$ cat src/hw/rtl/satd_pkg.sv
// shared types, constants and the 4-point hadamard butterfly for the satd block
// no dependencies; used by every module under hw/rtl
`default_nettype none

package satd_pkg;

    // configuration register indexes
    localparam logic CFG_WIDTH  = 1'b0;
    localparam logic CFG_HEIGHT = 1'b1;

    localparam int CFG_W          = 3;
    localparam int MAX_SIDE       = 4;
    localparam int TOTAL_W        = 5;   // holds MAX_SIDE * MAX_SIDE
    localparam int PIX_W          = 8;
    localparam int HCOEF_W        = 11;  // row coefficient, -1020..1020
    localparam int WCOEF_W        = 13;  // column coefficient, -4080..4080
    localparam int ABS_W          = 12;
    localparam int COLSUM_W       = 14;
    localparam int SUBSUM_W       = 16;
    localparam int ACC_W          = 20;
    localparam int SATD_W         = 19;
    localparam int OUT_TDATA_W    = 24;
    localparam int IN_TDATA_W     = 64;
    localparam int COUNT_W        = 4;

    // row position inside a 4x4 sub-block
    localparam logic [1:0] LAST_ROW = 2'd3;

    // queue between front and back
    localparam int QUEUE_DEPTH = 4;
    localparam int QUEUE_AW    = 2;

    typedef logic [3:0][WCOEF_W-1:0] wide_vec_t;
    typedef logic [3:0][HCOEF_W-1:0] row_vec_t;

    typedef struct packed {
        logic [1:0] row;
        row_vec_t   coef;
    } row_item_t;

    // butterfly, outputs in satd order
    function automatic wide_vec_t hadamard4(input wide_vec_t a);
        logic [WCOEF_W-1:0] s01;
        logic [WCOEF_W-1:0] s23;
        logic [WCOEF_W-1:0] d01;
        logic [WCOEF_W-1:0] d23;
        wide_vec_t          o;
        s01  = a[0] + a[1];
        s23  = a[2] + a[3];
        d01  = a[0] - a[1];
        d23  = a[2] - a[3];
        o[0] = s01 + s23;
        o[1] = s01 - s23;
        o[2] = d01 - d23;
        o[3] = d01 + d23;
        return o;
    endfunction

    // zero reads as one, anything above the maximum saturates
    function automatic logic [CFG_W-1:0] side_clamp(input logic [CFG_W-1:0] v);
        logic [CFG_W-1:0] r;
        r = v;
        if (v == '0)
            r = CFG_W'(1);
        else if (v > CFG_W'(MAX_SIDE))
            r = CFG_W'(MAX_SIDE);
        return r;
    endfunction

endpackage

`default_nettype wire

$ cat src/hw/rtl/satd_front.sv
// front end: differences, horizontal butterfly and row tagging
// depends on satd_pkg
`default_nettype none

module satd_front (
    input  wire logic                              clk,
    input  wire logic                              rst_n,
    input  wire logic                              accept,
    input  wire logic [satd_pkg::IN_TDATA_W-1:0]   pixels,
    output satd_pkg::row_item_t                    item
);

    logic [1:0]          row_reg;
    logic [1:0]          row_next;
    satd_pkg::wide_vec_t diff;
    satd_pkg::wide_vec_t hrow;

    // row counter inside the current sub-block
    always_comb
    begin
        row_next = row_reg;
        if (accept)
            row_next = row_reg + 2'd1;
    end

    always_ff @(posedge clk or negedge rst_n)
    begin
        if (!rst_n)
            row_reg <= 2'd0;
        else
            row_reg <= row_next;
    end

    // cur - ref per column, then the row butterfly
    always_comb
    begin
        for (int i = 0; i < 4; i++)
        begin
            diff[i] = {5'b0, pixels[i*satd_pkg::PIX_W +: satd_pkg::PIX_W]}
                    - {5'b0, pixels[(i+4)*satd_pkg::PIX_W +: satd_pkg::PIX_W]};
        end
        hrow = satd_pkg::hadamard4(diff);
        item.row = row_reg;
        for (int i = 0; i < 4; i++)
        begin
            item.coef[i] = hrow[i][satd_pkg::HCOEF_W-1:0];
        end
    end

endmodule

`default_nettype wire

$ cat src/hw/rtl/satd_queue.sv
// short fifo of transformed rows between front and back
// depends on satd_pkg
`default_nettype none

module satd_queue (
    input  wire logic                 clk,
    input  wire logic                 rst_n,
    input  wire logic                 push,
    input  wire satd_pkg::row_item_t  push_item,
    input  wire logic                 pop,
    output satd_pkg::row_item_t       head,
    output logic                      full,
    output logic                      empty
);

    satd_pkg::row_item_t                entry_reg [satd_pkg::QUEUE_DEPTH];
    logic [satd_pkg::QUEUE_AW-1:0]      wr_ptr_reg;
    logic [satd_pkg::QUEUE_AW-1:0]      wr_ptr_next;
    logic [satd_pkg::QUEUE_AW-1:0]      rd_ptr_reg;
    logic [satd_pkg::QUEUE_AW-1:0]      rd_ptr_next;
    logic [satd_pkg::QUEUE_AW:0]        count_reg;
    logic [satd_pkg::QUEUE_AW:0]        count_next;
    logic                               do_push;
    logic                               do_pop;

    assign full    = (count_reg == (satd_pkg::QUEUE_AW+1)'(satd_pkg::QUEUE_DEPTH));
    assign empty   = (count_reg == '0);
    assign do_push = push && !full;
    assign do_pop  = pop && !empty;
    assign head    = entry_reg[rd_ptr_reg];

    // pointer and fill level
    always_comb
    begin
        wr_ptr_next = wr_ptr_reg;
        rd_ptr_next = rd_ptr_reg;
        count_next  = count_reg;
        if (do_push)
            wr_ptr_next = wr_ptr_reg + 1'b1;
        if (do_pop)
            rd_ptr_next = rd_ptr_reg + 1'b1;
        if (do_push && !do_pop)
            count_next = count_reg + 1'b1;
        else if (do_pop && !do_push)
            count_next = count_reg - 1'b1;
    end

    always_ff @(posedge clk or negedge rst_n)
    begin
        if (!rst_n)
        begin
            wr_ptr_reg <= '0;
            rd_ptr_reg <= '0;
            count_reg  <= '0;
        end
        else
        begin
            wr_ptr_reg <= wr_ptr_next;
            rd_ptr_reg <= rd_ptr_next;
            count_reg  <= count_next;
        end
    end

    // entry storage
    always_ff @(posedge clk)
    begin
        if (do_push)
            entry_reg[wr_ptr_reg] <= push_item;
    end

endmodule

`default_nettype wire

$ cat src/hw/rtl/satd_back.sv
// back end: row buffer, column butterflies, absolute sums, accumulation and
// the output register; depends on satd_pkg
`default_nettype none

module satd_back (
    input  wire logic                                clk,
    input  wire logic                                rst_n,
    input  wire satd_pkg::row_item_t                 head,
    input  wire logic                                empty,
    output logic                                     pop,
    input  wire logic [satd_pkg::TOTAL_W-1:0]        total_blocks,
    output logic                                     out_valid,
    input  wire logic                                out_ready,
    output logic [satd_pkg::SATD_W-1:0]              satd_value
);

    logic                                       advance;
    logic [satd_pkg::HCOEF_W-1:0]               store_reg [3][4];
    logic                                       s1_valid_reg;
    satd_pkg::wide_vec_t                        s1_coef_reg [4];
    satd_pkg::wide_vec_t                        s1_coef_next [4];
    logic                                       s2_valid_reg;
    logic [satd_pkg::COLSUM_W-1:0]              s2_sum_reg [4];
    logic [satd_pkg::COLSUM_W-1:0]              s2_sum_next [4];
    logic [satd_pkg::ACC_W-1:0]                 acc_reg;
    logic [satd_pkg::ACC_W-1:0]                 acc_next;
    logic [satd_pkg::COUNT_W-1:0]               count_reg;
    logic [satd_pkg::COUNT_W-1:0]               count_next;
    logic [satd_pkg::SUBSUM_W-1:0]              sub_sum;
    logic [satd_pkg::ACC_W-1:0]                 acc_sum;
    logic [satd_pkg::TOTAL_W-1:0]               count_inc;
    logic                                       finish;
    logic                                       out_valid_reg;
    logic                                       out_valid_next;
    logic [satd_pkg::SATD_W-1:0]                out_data_reg;

    // whole back end moves together unless the result register is blocked
    assign advance   = !out_valid_reg || out_ready;
    assign pop       = advance && !empty;
    assign out_valid = out_valid_reg;
    assign satd_value = out_data_reg;

    // rows 0..2 of a sub-block are buffered
    always_ff @(posedge clk)
    begin
        for (int r = 0; r < 3; r++)
        begin
            for (int i = 0; i < 4; i++)
            begin
                if (pop && head.row == 2'(r))
                    store_reg[r][i] <= head.coef[i];
            end
        end
    end

    // column butterflies on the last row
    always_comb
    begin
        for (int i = 0; i < 4; i++)
        begin
            satd_pkg::wide_vec_t col;
            col[0] = {{2{store_reg[0][i][10]}}, store_reg[0][i]};
            col[1] = {{2{store_reg[1][i][10]}}, store_reg[1][i]};
            col[2] = {{2{store_reg[2][i][10]}}, store_reg[2][i]};
            col[3] = {{2{head.coef[i][10]}}, head.coef[i]};
            s1_coef_next[i] = satd_pkg::hadamard4(col);
        end
    end

    // absolute values summed per column
    always_comb
    begin
        for (int i = 0; i < 4; i++)
        begin
            logic [satd_pkg::COLSUM_W-1:0] acc_col;
            acc_col = '0;
            for (int k = 0; k < 4; k++)
            begin
                logic [satd_pkg::WCOEF_W-1:0] v;
                logic [satd_pkg::WCOEF_W-1:0] mag;
                v   = s1_coef_reg[i][k];
                mag = v[satd_pkg::WCOEF_W-1] ? (~v + 1'b1) : v;
                acc_col = acc_col + {2'b0, mag[satd_pkg::ABS_W-1:0]};
            end
            s2_sum_next[i] = acc_col;
        end
    end

    // sub-block total, accumulation and end-of-block check
    always_comb
    begin
        sub_sum = {2'b0, s2_sum_reg[0]} + {2'b0, s2_sum_reg[1]}
                + {2'b0, s2_sum_reg[2]} + {2'b0, s2_sum_reg[3]};
        acc_sum   = acc_reg + {4'b0, sub_sum};
        count_inc = {1'b0, count_reg} + 1'b1;
        finish    = s2_valid_reg && (count_inc >= total_blocks);
        acc_next   = acc_reg;
        count_next = count_reg;
        if (s2_valid_reg)
        begin
            if (finish)
            begin
                acc_next   = '0;
                count_next = '0;
            end
            else
            begin
                acc_next   = acc_sum;
                count_next = count_inc[satd_pkg::COUNT_W-1:0];
            end
        end
        out_valid_next = out_valid_reg && !out_ready;
        if (advance)
            out_valid_next = finish;
    end

    // control state
    always_ff @(posedge clk or negedge rst_n)
    begin
        if (!rst_n)
        begin
            s1_valid_reg  <= 1'b0;
            s2_valid_reg  <= 1'b0;
            acc_reg       <= '0;
            count_reg     <= '0;
            out_valid_reg <= 1'b0;
        end
        else
        begin
            out_valid_reg <= out_valid_next;
            if (advance)
            begin
                s1_valid_reg <= pop && (head.row == satd_pkg::LAST_ROW);
                s2_valid_reg <= s1_valid_reg;
                acc_reg      <= acc_next;
                count_reg    <= count_next;
            end
        end
    end

    // pipeline payload
    always_ff @(posedge clk)
    begin
        if (advance)
        begin
            for (int i = 0; i < 4; i++)
            begin
                s1_coef_reg[i] <= s1_coef_next[i];
                s2_sum_reg[i]  <= s2_sum_next[i];
            end
            if (finish)
                out_data_reg <= acc_sum[satd_pkg::ACC_W-1:1];
        end
    end

endmodule

`default_nettype wire

$ cat src/hw/rtl/block_satd_hadamard4x4.sv
// top level of the 4x4 hadamard satd block: configuration registers and the
// front / queue / back chain; depends on satd_pkg, satd_front, satd_queue, satd_back
`default_nettype none

// Takes one 4-pixel row of a 4x4 sub-block per transaction on the slave side
// (four rows per sub-block, sub-blocks in any order) and, once
// width_in_fours * height_in_fours sub-blocks have been summed, delivers one
// transaction on the master side holding the block satd halved. A row is
// accepted every clock cycle while the four-entry row queue has room; the
// back end runs at one row per cycle too and stalls only while its result
// register is held by the master side. The result is registered once the fourth row
// of the last sub-block has passed the row queue, the column butterflies, the absolute
// column sums and the accumulation into the result register.
// Register values of zero read as one, values above four as four; write them
// only between blocks.
module block_satd_hadamard4x4 (
    input  wire logic                                clk,
    input  wire logic                                rst_n,
    // slave side: cur_pixel_0..3, ref_pixel_0..3, 8 bits each from bit 0 up
    input  wire logic                                s_tvalid,
    output logic                                     s_tready,
    input  wire logic [satd_pkg::IN_TDATA_W-1:0]     s_tdata,
    // master side: satd_value in bits 18:0, rest zero
    output logic                                     m_tvalid,
    input  wire logic                                m_tready,
    output logic [satd_pkg::OUT_TDATA_W-1:0]         m_tdata,
    // configuration writes
    input  wire logic                                cfg_we,
    input  wire logic                                cfg_index,
    input  wire logic [satd_pkg::CFG_W-1:0]          cfg_data
);

    logic [satd_pkg::CFG_W-1:0]     width_reg;
    logic [satd_pkg::CFG_W-1:0]     width_next;
    logic [satd_pkg::CFG_W-1:0]     height_reg;
    logic [satd_pkg::CFG_W-1:0]     height_next;
    logic [satd_pkg::TOTAL_W-1:0]   total_blocks;
    logic                           accept;
    logic                           q_full;
    logic                           q_empty;
    logic                           q_pop;
    satd_pkg::row_item_t            front_item;
    satd_pkg::row_item_t            q_head;
    logic [satd_pkg::SATD_W-1:0]    satd_value;

    // configuration registers
    always_comb
    begin
        width_next  = width_reg;
        height_next = height_reg;
        if (cfg_we)
        begin
            case (cfg_index)
                satd_pkg::CFG_WIDTH:  width_next  = cfg_data;
                satd_pkg::CFG_HEIGHT: height_next = cfg_data;
                default:              width_next  = width_reg;
            endcase
        end
    end

    always_ff @(posedge clk or negedge rst_n)
    begin
        if (!rst_n)
        begin
            width_reg  <= satd_pkg::CFG_W'(satd_pkg::MAX_SIDE);
            height_reg <= satd_pkg::CFG_W'(satd_pkg::MAX_SIDE);
        end
        else
        begin
            width_reg  <= width_next;
            height_reg <= height_next;
        end
    end

    // sub-blocks per block
    assign total_blocks = {2'b0, satd_pkg::side_clamp(width_reg)}
                        * {2'b0, satd_pkg::side_clamp(height_reg)};

    // input handshake
    assign s_tready = !q_full;
    assign accept   = s_tvalid && s_tready;

    satd_front u_front (
        .clk    (clk),
        .rst_n  (rst_n),
        .accept (accept),
        .pixels (s_tdata),
        .item   (front_item)
    );

    satd_queue u_queue (
        .clk       (clk),
        .rst_n     (rst_n),
        .push      (accept),
        .push_item (front_item),
        .pop       (q_pop),
        .head      (q_head),
        .full      (q_full),
        .empty     (q_empty)
    );

    satd_back u_back (
        .clk          (clk),
        .rst_n        (rst_n),
        .head         (q_head),
        .empty        (q_empty),
        .pop          (q_pop),
        .total_blocks (total_blocks),
        .out_valid    (m_tvalid),
        .out_ready    (m_tready),
        .satd_value   (satd_value)
    );

    assign m_tdata = {{(satd_pkg::OUT_TDATA_W - satd_pkg::SATD_W){1'b0}}, satd_value};

endmodule

`default_nettype wire

$ cat config.mk
export PLATFORM = sky130hd
export DESIGN_NAME = block_satd_hadamard4x4
export DESIGN_NICKNAME = d
export VERILOG_FILES = /design/src/hw/rtl/satd_pkg.sv /design/src/hw/rtl/satd_front.sv /design/src/hw/rtl/satd_queue.sv /design/src/hw/rtl/satd_back.sv /design/src/hw/rtl/block_satd_hadamard4x4.sv
export SDC_FILE = /design/constraint.sdc
export NUM_CORES = 2
export LEC_CHECK = 0
export ABC_AREA = 1
export BUFFER_PORTS_ARGS = -buffer_cell sky130_fd_sc_hd__buf_2
export CAP_MARGIN = 30
export CORE_MARGIN = 2
export CORE_UTILIZATION = 34
export CTS_BUF_LIST = sky130_fd_sc_hd__clkbuf_2 sky130_fd_sc_hd__clkbuf_4 sky130_fd_sc_hd__clkbuf_8
export CTS_CLUSTER_DIAMETER = 200
export DETAILED_ROUTE_END_ITERATION = 12
export SLEW_MARGIN = 20
export SYNTH_ARGS = -nofsm -noshare
export SYNTH_HDL_FRONTEND = slang
export SYNTH_SLANG_ARGS = --single-unit
$ cat constraint.sdc
create_clock -name clk -period 13.79 [get_ports clk]
set_clock_uncertainty 0.1 [all_clocks]
set_input_delay 1.379 -clock clk [delete_from_list [all_inputs] [get_ports clk]]
set_output_delay 1.379 -clock clk [all_outputs]
set_load 0.02 [all_outputs]
### Word level (Yosys, flattened, before mapping)

Memory sizes are Yosys's and may differ from the RTL's.
Index checks and enable logic that the tools add are counted.

* reductions and logical operators: 30
* div/mod/pow operators: 0
* eq/ne operators: 4
* shifts and indexed selects: 0
* $mul: 1
* bitwise gates (word level): 17
* multiplexer cells: 41
* order comparisons: 3
* add/sub/neg operators: 82

Operators with widths (number)
* adder 12 x 1 -> 12 bit, second input constant: 16
* 2-to-1 mux 12 bit: 16
* NOT 12 bit: 16
* adder 14 x 12 -> 14 bit: 8
* adder 13 bit: 8
* subtractor 13 bit: 8
* adder 11 x 11 -> 12 bit: 8
* subtractor 11 x 11 -> 12 bit: 8
* 2-to-1 mux 44 bit: 2
* OR reduction 44 bit: 2
* adder 12 x 12 -> 13 bit: 4
* adder 11 bit: 4
* subtractor 11 bit: 4
* subtractor 8 x 8 -> 9 bit: 4
* adder 16 x 14 -> 16 bit: 2
* adder 20 x 16 -> 20 bit: 1
* 2-to-1 mux 20 bit: 1
* 2-to-1 mux 3 bit: 6
* adder 14 x 14 -> 15 bit: 1
* 2-to-1 mux 1 bit: 13
* logical AND 1 bit: 12
* zero test 3 bit: 3
* AND reduction 2 bit: 4
* adder 2 x 1 -> 2 bit, second input constant: 3
* other kinds (16): 24

* register bits after elaboration: 61
* memories: 4
* logic and storage cells: 194
* bits in read-only memories: 0
* memory bits (writable): 580
* output and inout port bits: 26
* input port bits: 73
* latch bits: 0

Memories
* u_back.s1_coef_reg: depth 4, width 52, rd ports 4, clocked after memory_dff 0, wr ports 4, line satd_back.sv:20 `satd_pkg::wide_vec_t s1_coef_reg [4];`
* u_queue.entry_reg: depth 4, width 46, rd ports 1, clocked after memory_dff 0, wr ports 1, line satd_queue.sv:16 `satd_pkg::row_item_t entry_reg [satd_pkg::QUEUE_DEPTH];`
* u_back.store_reg: depth 3, width 44, rd ports 3, clocked after memory_dff 0, wr ports 1, line satd_back.sv:18 `logic [satd_pkg::HCOEF_W-1:0] store_reg [3][4];`
* u_back.s2_sum_reg: depth 4, width 14, rd ports 4, clocked after memory_dff 0, wr ports 4, line satd_back.sv:23 `logic [satd_pkg::COLSUM_W-1:0] s2_sum_reg [4];`

### Logic depth before layout (Yosys ltp)

* word-level depth: 9
* mapped depth: 28
* depth with buffers taken out: 26

### By module

A second synthesis with hierarchy kept.

* cells, all modules: 6734
* area total of the unflattened synthesis: 56482.9 µm²

By module, submodules not included
* satd_back: sequential area each 12752.2 µm², cells each 5071, area an instance 41999.0 µm², instances 1
* satd_queue: sequential area each 5700.5 µm², cells each 598, area an instance 8230.4 µm², instances 1
* satd_front: sequential area each 50.0 µm², cells each 998, area an instance 5778.0 µm², instances 1
* block_satd_hadamard4x4: sequential area each 152.6 µm², cells each 67, area an instance 475.5 µm², instances 1

### Least setup slack after synthesis

No wires, ideal clock.

* path kind: in2reg
* from: input m_tready
* to: memory u_back.s1_coef_reg[0][10] (netlist bit), enable pin
* cell stages on the path: 2
* setup time: 0.603 ns
* path buffers: 0
* path slack: 6.765 ns
* data required time: 13.087 ns
* data arrival time: 6.322 ns
* cells stage by stage: nor2_1 > inv_1

RTL lines
* start: declaration: line block_satd_hadamard4x4.sv:25 `input wire logic m_tready,`
* end: declaration: line satd_back.sv:20

==> results.txt <==
* H-Tree Depth: 3
- Endpoint class of the critical path: register
- The via count of the first global-routing pass came to 41768.
- The critical path in this run is classified as reg2reg.
- Sequential share of the synthesized area: 0.329
- Overall fraction of global-route tracks in use: 0.160
- Hold-fix buffer count after cts: 0
- The min-delay analysis places its worst path in the category reg2reg.
- CTS saw 612 sinks.
- Detailed routing inserted a total of 43222 vias.
- Share of layout cells above drive strength 1: 0.0604
* Std-Cell Core Area: 0.161 mm²
- Using the TritonRoute via totals, the vias-per-cell ratio works out to 4.79.
- During I/O placement, the number of pins put on the boundary was 99.
- Post-CTS repair changed the size of 0 cells.
- The net count of the finished layout is 7606.
* Root Driver: sky130_fd_sc_hd__clkbuf_8
- Entering global routing, the biggest net connects 101 pins.
* Mapped Area: 0.0552 mm²
- For the pin with the worst max-slew slack, the measured transition is 0.935 ns.
- Relative to the synthesized area, the layout overhead comes to 9.22%.
* Crit path buffers/inverters: 5
* Post-synthesis cell count: 6669
- Highest signal layer in the routed design: met4
- Following the worst setup path forward leads to its endpoint at u_back.s1_coef_reg[2][51].
- In the final routing, the length of wire on met1 measures 64600 µm.
* Biggest area consumer among synthesized cells: sky130_fd_sc_hd__edfxtp_1
* R2r worst-path depth: 19
- Share of the synthesized area in the top cell type: 0.311
- The congestion estimate from routability-driven global placement came to 0.919.
* Buffers inserted during post-CTS setup optimization: 0
- Setup slack on the worst reg-to-reg path comes out at 8.19 ns.
* Initial antenna violation count: 5
- Worst setup slack after layout: ~8.2 ns
* Slew margin rel.: 0.375
- The number of hold violations in the final report is 0.
* CTS tree: built
* Post-synth EDFFs: 571
- Die Area: 0.166 mm²
* Number of flip-flops in the largest register: 198
- Number of slew-limit violations in the final report: 0
- Setup violations remaining at the end of the flow were counted as 0.
* Setup total negative slack: 0 ns
* Number of port buffers: 93
- In this run the worst path has a maximum fanout of 82.
- Buffers inserted during clock tree synthesis total 105.
- In this run, the number of DRC markers left after iteration 0 of detailed routing was ~2700.
- Beginning of the worst register-to-register path: u_queue.rd_ptr_reg[0]
- Syn Area/Cell: 8.28 µm²
- Met2 wirelength from detailed routing: 61800 µm
* Required time at the worst-slack endpoint: around 14 ns
- Area taken by flip-flops and latches: 0.0182 mm²
- The largest single stage delay on the critical path is between 0.7 and 0.8 ns.
- In this run the remaining antenna-violating nets after routing total 0.
- The multi-input combinational cells in the finished layout cover a total of 0.0318 mm².
- Sum of met3 wire segment lengths after detailed routing: 4680 µm
- Routed WL per cell: about 15 µm
- Flops & latches, synth: 612
- Type of origin of the critical path: register
* Unrepaired setup endpoints after global routing: no
- Final min period: 5.60 ns
- Sum of routed wire length over all layers: 134000 µm
- Clock transition at the registers of the reported paths: 0.07 ns
- Pre-CTS worst setup slack: 7.95 ns
- Of all flip-flops after synthesis, the portion carrying an async set or reset was 0.0670.
- Worst setup startpoint: u_queue.rd_ptr_reg[0]
- At the later pin of the worst-skew pair, clock insertion delay measures 0.88 ns.
* Netlist cell types: 65
- Share of the clock period used by the worst path after layout: 0.406
- At the worst endpoint, the arrival time is 6.06 ns.
- The floorplan step set the die height to 407 µm.
* Die width: 407 µm
- Critical path's top delay family: buffers and inverters
- Overflow left after global routing: 0
- Number of synthesis warnings: 0
- Before antenna repair, the detailed router went through 6 iterations.
- CP max stage cell: sky130_fd_sc_hd__buf_4
- In this run the critical register-to-register path is captured at u_back.s1_coef_reg[2][51].
- The most used flip-flop cell after synthesis is sky130_fd_sc_hd__edfxtp_1.
- Ordered cell list for the critical path: inv_2 > buf_4 > nand2_1 > a32oi_1 > inv_1 > ha_1 > nand2_1 > nor3_2 > nand3_1 > nand3_1 > xor2_1 > inv_1 > ha_1 > clkinv_1 > o21bai_1 > nand3_1 > nand2_1 > a21oi_1 > xor2_1
- Maxcap violations: 0
- Synth area leaders: sky130_fd_sc_hd__edfxtp_1, sky130_fd_sc_hd__ha_1, sky130_fd_sc_hd__xor2_1, sky130_fd_sc_hd__nand2_1, sky130_fd_sc_hd__inv_1
- Static timing analysis puts the maximum clock frequency at 179 MHz.
- Fillcell total: 16255
- Number of gates on the worst path with buffers counted: 19
* Starting density of the core: 0.343
- Number of placement rows: roughly 150
- The first global-routing pass estimated 216000 µm of wire.
- Total DRC errors in the routed layout: 0
- After legalization and detailed placement, the total HPWL measured 110000 µm.
- The clock passes through at most 3 buffers.
- The flow ran to the end, and the final reports show no timing, DRC or antenna violations.
==> worst min-delay path: stages (launching register included) <==
cell and delay (ns):
sky130_fd_sc_hd__dfrtp_1 0.35, sky130_fd_sc_hd__nand2_1 0.05, sky130_fd_sc_hd__nand2_1 0.06
==> layout by cell type, fill, tap and decap left out, drive strengths merged, types with 8 or more instances in the layout <==
cell type | Yosys | layout
a21boi | 19 | 19
a21o | 21 | 21
a21oi | 511 | 511
a221oi | 11 | 11
a31oi | 78 | 78
a32oi | 40 | 40
and2 | 10 | 10
buf | 95 | 114
bufinv | 0 | 8
clkbuf | 20 | 125
clkinv | 7 | 54
dfrtp | 39 | 39
edfxtp | 571 | 571
fa | 114 | 114
ha | 638 | 638
inv | 1237 | 1245
nand2 | 1242 | 1242
nand3 | 313 | 313
nand3b | 10 | 10
nand4 | 64 | 64
nor2 | 347 | 347
nor3 | 156 | 156
nor4 | 9 | 9
o211ai | 29 | 29
o21a | 21 | 21
o21ai | 287 | 287
o21bai | 56 | 56
o31ai | 15 | 15
or2 | 18 | 18
xnor2 | 118 | 118
xor2 | 549 | 549
==> logic make-up after synthesis <==
logic type      Yosys count  synth area share
simple gates           2169             0.165
buf+inv                1359            0.0965
compound gates         1109             0.118
fa+ha+maj               752             0.186
xor+xnor                667             0.106
flops                   612             0.329
other cells               1         0.0000679
==> synth_stat cells (all sizes together), types with 2 or more instances <==
library cell,count
a22oi,2
nand3,313
buf,95
nand4,64
a21oi,511
or2,18
a22o,2
o31ai,15
nor2,347
a221oi,11
xor2,549
a21boi,19
dfstp,2
o21a,21
o21bai,56
dfrtp,39
a21o,21
fa,114
and2,10
clkinv,7
ha,638
o211ai,29
o21ai,287
inv,1237
nand3b,10
nand2,1242
nor4,9
edfxtp,571
o22ai,5
a31oi,78
xnor2,118
nor3,156
clkbuf,20
o311ai,2
a32oi,40
a211oi,7
==> metal layers <==
layer  track usage  up-vias
met5             0        -
met4        0.0494        0
met3        0.0153      160
met2         0.266      815
met1         0.219    20138
li1              -    22109
==> layout make-up <==
cell class | instances | share of cell area
multi-input combinational | 4704 | 0.527
sequential | 612 | 0.301
inverter | 1244 | 0.0776
tap | 2160 | 0.0448
clock buffer | 125 | 0.0268
clock inverter | 70 | 0.0114
timing repair buffer | 114 | 0.0107
antenna | 2 | 0.0000830
==> how the worst min path moves through the flow <==
stage | cells after the start | slack [ns] | to | from
floorplan | 2 | 0.35 | height_reg[0] | height_reg[0]
global placement | 2 | 0.37 | u_back.acc_reg[13] | u_back.acc_reg[13]
detailed placement | 2 | 0.38 | u_back.acc_reg[15] | u_back.acc_reg[15]
CTS | 2 | 0.39 | u_back.acc_reg[15] | u_back.acc_reg[15]
global route | 2 | 0.42 | u_back.acc_reg[15] | u_back.acc_reg[15]
finish | 2 | 0.39 | u_back.acc_reg[15] | u_back.acc_reg[15]
==> stage by stage <==
stage | cell area, µm² | instances | hold slack (ns) | utilization
after floorplan | 55200 | 6675 | 0.348 | -
after global placement | 58000 | 8832 | 0.371 | 0.360
after detailed placement | 58000 | 8833 | 0.375 | 0.360
after CTS | 60300 | 9028 | 0.391 | 0.374
after global routing | 60300 | 9031 | 0.418 | 0.375
final | 60300 | 9031 | 0.390 | 0.375
Power is left out: the tool's default activity adds up to more than one toggle a clock period on the data nets, which glitch-free logic cannot reach.
